**src/hw/rtl/mth_pkg.sv**
```systemverilog
// ----------------------------------------------------------------------------
// mth_pkg
// Shared field widths, operation and status codes, and the result record of
// the mode tracking histogram.
// ----------------------------------------------------------------------------
package mth_pkg;

    // fixed field widths of the stream items
    localparam int OP_W        = 2;
    localparam int VALUE_W     = 10;
    localparam int STATUS_W    = 2;
    localparam int COUNT_OUT_W = 10;

    // packed stream widths, padded to whole bytes
    localparam int S_FIELDS_W  = OP_W + VALUE_W;
    localparam int S_TDATA_W   = ((S_FIELDS_W + 7) / 8) * 8;
    localparam int M_FIELDS_W  = STATUS_W + VALUE_W + COUNT_OUT_W;
    localparam int M_TDATA_W   = ((M_FIELDS_W + 7) / 8) * 8;

    // default sizing
    localparam int DEF_VALUE_COUNT = 1024;
    localparam int DEF_BLOCK_SIZE  = 32;
    localparam int DEF_COUNT_MAX   = 1023;

    // operation codes
    localparam logic [OP_W-1:0] OP_ADD    = 2'd0;
    localparam logic [OP_W-1:0] OP_REMOVE = 2'd1;
    localparam logic [OP_W-1:0] OP_QUERY  = 2'd2;

    // status codes
    localparam logic [STATUS_W-1:0] STATUS_OK        = 2'd0;
    localparam logic [STATUS_W-1:0] STATUS_ABSENT    = 2'd1;
    localparam logic [STATUS_W-1:0] STATUS_SATURATED = 2'd2;

    typedef struct packed {
        logic [COUNT_OUT_W-1:0] mode_count;
        logic [VALUE_W-1:0]     mode_value;
        logic [STATUS_W-1:0]    status;
    } result_t;

endpackage

```
**src/hw/rtl/mth_out_reg.sv**
```systemverilog
// ----------------------------------------------------------------------------
// mth_out_reg
// One-entry result register between the engine and the master stream.
// ----------------------------------------------------------------------------
module mth_out_reg (
    input  logic             clk,
    input  logic             rst_n,
    input  logic             res_valid,
    output logic             res_ready,
    input  mth_pkg::result_t res,
    output logic             m_valid,
    input  logic             m_ready,
    output mth_pkg::result_t m_res
);

    import mth_pkg::*;

    logic    valid_reg;
    result_t data_reg;

    assign res_ready = !valid_reg || m_ready;
    assign m_valid   = valid_reg;
    assign m_res     = data_reg;

    always_ff @(posedge clk or negedge rst_n)
    begin
        if (!rst_n)
        begin
            valid_reg <= 1'b0;
        end
        else if (res_valid && res_ready)
        begin
            valid_reg <= 1'b1;
        end
        else if (m_ready)
        begin
            valid_reg <= 1'b0;
        end
    end

    always_ff @(posedge clk)
    begin
        if (res_valid && res_ready)
        begin
            data_reg <= res;
        end
    end

endmodule

```
**config.mk**
```make
export PLATFORM = sky130hd
export DESIGN_NAME = mth_out_reg
export DESIGN_NICKNAME = d
export VERILOG_FILES = /design/src/hw/rtl/mth_pkg.sv /design/src/hw/rtl/mth_out_reg.sv
export SDC_FILE = /design/constraint.sdc
export NUM_CORES = 1
export LEC_CHECK = 0
export BUFFER_PORTS_ARGS = -buffer_cell sky130_fd_sc_hd__buf_2
export CELL_PAD_IN_SITES_DETAIL_PLACEMENT = 0
export CELL_PAD_IN_SITES_GLOBAL_PLACEMENT = 2
export CORE_MARGIN = 2
export CORE_UTILIZATION = 25
export CTS_CLUSTER_DIAMETER = 50
export CTS_CLUSTER_SIZE = 40
export DETAILED_ROUTE_END_ITERATION = 10
export MAX_ROUTING_LAYER = met4
export PLACE_DENSITY = 0.73
export SLEW_MARGIN = 20
export SYNTH_ARGS = -nofsm -noshare
export SYNTH_HDL_FRONTEND = slang
export SYNTH_SLANG_ARGS = --single-unit
```
**constraint.sdc**
```tcl
create_clock -name clk -period 1.4 [get_ports clk]
set_input_delay 0.28 -clock clk [delete_from_list [all_inputs] [get_ports clk]]
set_output_delay 0.28 -clock clk [all_outputs]
set_load 0.05 [all_outputs]
```
==> results of run 1 <==
==> cell usage in the layout, fill, tap and decap left out <==
cell	n
and2_4	1
buf_2	49
clkbuf_1	1
clkbuf_4	3
dfrtp_2	1
dlygate4sd3_1	1
edfxtp_1	22
nand2b_1	1
nand2b_4	1
==> routing by layer <==
layer | part of all wire (%) | wire length, um
met5 | 0 | 0
met4 | 0.63 | 9
met3 | 9.4 | 135
met2 | 47 | 672
met1 | 43 | 622
==> stage by stage <==
| stage | hold slack [ns] | total power (W) | util [%] | setup slack, ns |
|---|---|---|---|---|
| floorplan | -0.0156 | 0.000982 | - | 0.0481 |
| global placement | 0.0554 | 0.00105 | 36.6 | 0.280 |
| detailed placement | 0.0576 | 0.00106 | 36.6 | 0.252 |
| CTS | 0.136 | 0.00135 | 37.9 | 0.0337 |
| global route | 0.130 | 0.00138 | 37.9 | 0.00961 |
| finish | 0.147 | 0.00133 | 37.9 | 0.0500 |
==> state kept, by name (all words and copies together), names as in the netlist <==
name and count:
m_res 22, m_valid 1
==> synthesized netlist by cell type <==
cell type,count
nand2b_1,1
nand2b_4,1
and2_4,1
dfrtp_1,1
edfxtp_1,22
==> how the worst max path moves through the flow <==
stage                              startpoint                  end  cells after the start
after CTS                 m_valid$_DFFE_PN0P_            res_ready                      2
after global placement    m_valid$_DFFE_PN0P_  m_res[19]$_DFFE_PP_                      2
after floorplan           m_valid$_DFFE_PN0P_   m_res[0]$_DFFE_PP_                      2
after global routing      m_valid$_DFFE_PN0P_            res_ready                      2
final                     m_valid$_DFFE_PN0P_            res_ready                      2
after detailed placement  m_valid$_DFFE_PN0P_   m_res[8]$_DFFE_PP_                      2
==> cells by family after synthesis <==
kind of cell     after synthesis  synth area share [%]
flip-flops                    23                  96.0
AND/OR/NAND/NOR                3                  4.03
==> report_power, final <==
part           total (W)  switching, W  internal [W]  leakage [nW]
Combinational   0.000231      0.000174     0.0000567         0.212
Sequential      0.000808    0.00000952      0.000799         0.220
Clock           0.000293      0.000182      0.000111        0.0150
==> critical path, stage by stage, from the launching register on <==
cell	delay, ns
dfrtp_2	0.44
nand2b_4	0.07
buf_2	0.25
==> layout make-up <==
type / instances / share of cell area (%)
repair buffers: 50 / 24.6
clock buffers: 4 / 2.54
flip-flops and latches: 23 / 66.3
well taps: 31 / 3.74
multi-input cells: 3 / 2.78
==> what timing repair did <==
action / 4_1_cts / 5_1_grt
hold endpoints to repair: 1 / 0
resized for setup: 0 / 0
hold buffers: 1 / 0
==> reports/metrics.yaml, run 1 <==
grt_use_met3_pct: 2.95
outcome: "complete, no violations"
synth_area_leaders: "edfxtp_1 92%, dfrtp_1 3.5%, nand2b_4 1.9%, and2_4 1.2%, nand2b_1 0.88%"
vdd_drop_max_uv: 641
die_h_um: 57.5
fmax_mhz: 741
rsz0062_at_grt: "no"
yosysSeqAreaShare_pct: 96.0
die_area_mm2: 0.00330
design.core.area_mm2: 0.00273
crit_type: "reg2out"
arrival_ns: 1.07
reg2reg_slack_ns: 0.24
firstDrtPassIters: 4
p_leak_nw: 0.446
drt-vias-per-instance: 3.90
skew_ns: 0.00135
slew_viol_final: 0
cts_tree: "done"
synth_largest_area_cell: "edfxtp_1"
use_met2_pct: 14.1
clock_latency_ns: 0.30
seq_area_um2: 687
synth_nets: 52
syn_inst: 26
max_slew.worst_pin.slew_ns: 0.299
clk_pin_slew_ns: 0.12
setup_viol: 0
hold_start: "res[12]"
grt_pass1_vias: 455
grtUsageMet1_pct: 11.0
placed_cell_area_um2: 1000
gp_congestion: 0.678
critPathMaxFanout: 3
final_cells: 111
start_util_pct: 26.1
crit_required_ns: 1.12
numCtsBuffers: 3
clock-root-buffer: "clkbuf_4"
wl_um: 1440
placedCellCount: 106
io_pins: 50
hold_violations: 0
drv_cap: 0
clockBufferDepth: 2
r2r_start: "m_valid$_DFFE_PN0P_"
synth_top_area_share_pct: 92.5
drc: 0
drive_gt1_share_pct: 68.8
hold_depth: 1
synth.avg_cell_area_um2: 27.5
area_delta_synth_final_pct: 45.0
syn_area_um2: 714
r2r_cells: 2
holdCritPathClass: "in2reg"
drtIter0Drc: 3
rr_endpoint: "m_res[5]$_DFFE_PP_"
grt_usage_pct: 9.16
grt_pass1_wl_um: 2140
avgRoutedWirePerCell_um: 13.0
fin_area_mm2: 0.00104
clock_sinks: 23
end_kind: "output port"
n_antenna_cell: 0
grt_busiest_layer: "met2"
grt_max_degree: 23
yosys_warnings: 0
multi_input_area_um2: 28.8
synth.ff_latch_count: 23
fp.dieW_um: 57.5
min_to: "m_res[12]$_DFFE_PP_"
postCtsSetupRepairBufs: 0
tns_ns: 0
slew_headroom_pct: 80.1
nNetsFinal: 107
p_per_area_mw_per_mm2: 1290
num-fill-cells: 254
antenna_found_initial: 0
gr-total-overflow: 0
num_vias: 433
fin_crit_sh_pct: 96.4
ys_types: 5
min_period_ns: 1.35
port_buffers: 49
antenna_left: 0
rows: 19
cp-start-kind: "flip-flop"
htreeDepth: 1
Power figures use the tool's default switching activity.
==> run 2: changes to the inputs <==
- PLACE_DENSITY: 0.73 -> 0.76
==> run 2 against run 1 <==
Effect of this change: worst setup slack better by 0.041 ns; critical path depth did not move; routed wire length is 13% lower; via count up 2.8%; clock skew increased by 0.00099 ns; core utilization up 0.092 points; count of clock-buffer cells in the layout is the same; largest cell class unchanged; largest power group unchanged.
==> reports/metrics.yaml, run 2 (synthesized netlist as in run 1, its figures left out) <==
dpl_worst_slack_ns: 0.253  # +0.000688 ns
drc: 0  # unchanged
gp_congestion: 0.678  # unchanged
rows: 19  # unchanged
design.core.area_mm2: 0.00273  # unchanged
clk_pin_slew_ns: 0.11  # about the same
grt_max_degree: 23  # unchanged
slew_viol_final: 0  # unchanged
arrival_ns: 1.03  # -0.04 ns
crit_family: "flip-flops"
holdCritPathClass: "in2reg"
p_per_area_mw_per_mm2: 1270  # -1.1%
critical_path.max_stage_delay_ns: 0.43  # about the same
drt-vias-per-instance: 4.01  # +2.8%
max_slew.worst_pin.slew_ns: 0.277  # -0.0222 ns
grt_pass1_wl_um: 2040  # -4.9%
io_pins: 50  # unchanged
cts_tree: "done"
avgRoutedWirePerCell_um: 11.3  # -13%
rsz0062_at_grt: "no"
numCtsBuffers: 3  # unchanged
clock_latency_ns: 0.29  # about the same
htreeDepth: 1  # unchanged
gr-total-overflow: 0  # unchanged
num_vias: 445  # +2.8%
fmax_mhz: 764  # +3.2%
clockBufferDepth: 2  # unchanged
placedCellCount: 106  # unchanged
antenna_left: 0  # unchanged
fin_crit_sh_pct: 93.5  # -3.0 points
grt_pass1_vias: 468  # +2.9%
crit_path_top_delay_cell: "dfrtp_2"
die_area_mm2: 0.00330  # unchanged
drive_gt1_share_pct: 68.8  # unchanged
path_cells: "nand2b_4 -> clkbuf_4"
setup_viol: 0  # unchanged
largest_register_ffs: 22  # unchanged
firstDrtPassIters: 3  # -1
n_antenna_cell: 0  # unchanged
crit_required_ns: 1.12  # about the same
wl_um: 1250  # -13%
critPathMaxFanout: 3  # unchanged
drtIter0Drc: 11  # +8
skew_ns: 0.00234  # +0.000993 ns
grt_usage_pct: 8.60  # -0.57 points
p_leak_nw: 0.447  # +0.25%
drv_cap: 0  # unchanged
fp.dieW_um: 57.5  # unchanged
nNetsFinal: 107  # unchanged
clock-root-buffer: "clkbuf_4"
start_util_pct: 26.1  # unchanged
area_delta_synth_final_pct: 45.4
power.total_w: 0.00132  # -0.87%
min_period_ns: 1.31  # -0.0414 ns
die_h_um: 57.5  # unchanged
reg2reg_slack_ns: 0.26  # +0.02 ns
final_cells: 111  # unchanged
cp-start-kind: "flip-flop"
outcome: "complete, no violations"
antenna_found_initial: 0  # unchanged
port_buffers: 49  # unchanged
critPathBufInv: 1  # unchanged
final_cell_mix: "48 x buf_2, 22 x edfxtp_1, 4 x clkbuf_4"
slew_headroom_pct: 81.6  # +1.5 points
vdd_drop_max_uv: 655  # +2.2%
tns_ns: 0  # unchanged
crit_type: "reg2out"
mostFrequentLayoutCell: "buf_2"
setup_ws_ns: 0.0914  # +0.0414 ns
clock_sinks: 23  # unchanged
end_kind: "output port"
postCtsSetupRepairBufs: 0  # unchanged
hold_violations: 0  # unchanged
## run 2: timing repair
| action | in CTS | in global routing |
|---|---|---|
| gates resized for setup | 0 | 1 |
| setup endpoints to repair | 0 | 1 |
| hold buffers | 1 | 0 |
| endpoints found under the hold margin | 1 | 0 |
## run 2: worst reg2reg max path, cell delays in order, from the launching register on
cell      delay (ns)
dfrtp_2         0.43
nand2b_4        0.08
and2_4          0.31
## run 2: power by group
part / total (W) / leakage [nW] / switching (W) / internal (W)
logic: 0.000231 / 0.213 / 0.000174 / 0.0000577
registers: 0.000808 / 0.220 / 0.00000917 / 0.000799
clock network: 0.000282 / 0.0150 / 0.000171 / 0.000111
## run 2: final timing paths
path | endpoint | from | cells past startpoint
max | res_ready | m_valid$_DFFE_PN0P_ | 2
min | m_res[17]$_DFFE_PP_ | res[17] | 1
max reg2reg | m_res[1]$_DFFE_PP_ | m_valid$_DFFE_PN0P_ | 2
min reg2reg | m_valid$_DFFE_PN0P_ | m_valid$_DFFE_PN0P_ | 2
max in group asynchronous | m_valid$_DFFE_PN0P_ | rst_n | 2
min in group asynchronous | m_valid$_DFFE_PN0P_ | rst_n | 2
## run 2: layout make-up
class | count | area [um2]
sequential | 23 | 687
multi-input combinational | 3 | 28.8
fill | 266 | 1700
timing repair buffer | 50 | 258
clock buffer | 4 | 26.3
tap | 31 | 38.8
## run 2: routing by layer
metal | global-route usage (%) | vias up | part of all wire, %
li1 | - | 208 | -
met1 | 9.88 | 205 | 37
met2 | 12.5 | 32 | 52
met3 | 3.63 | 0 | 11
met4 | 4.98 | 0 | 0
met5 | - | - | 0
## run 2: per-stage QoR
| stage | hold slack, ns | cell area (um2) | utilization (%) |
|---|---|---|---|
| after global placement | 0.0561 | 1000 | 36.6 |
| after detailed placement | 0.0580 | 1000 | 36.6 |
| after floorplan | -0.0156 | 716 | - |
| after CTS | 0.133 | 1040 | 37.9 |
| final | 0.152 | 1040 | 38.0 |
| after global routing | 0.111 | 1040 | 38.0 |
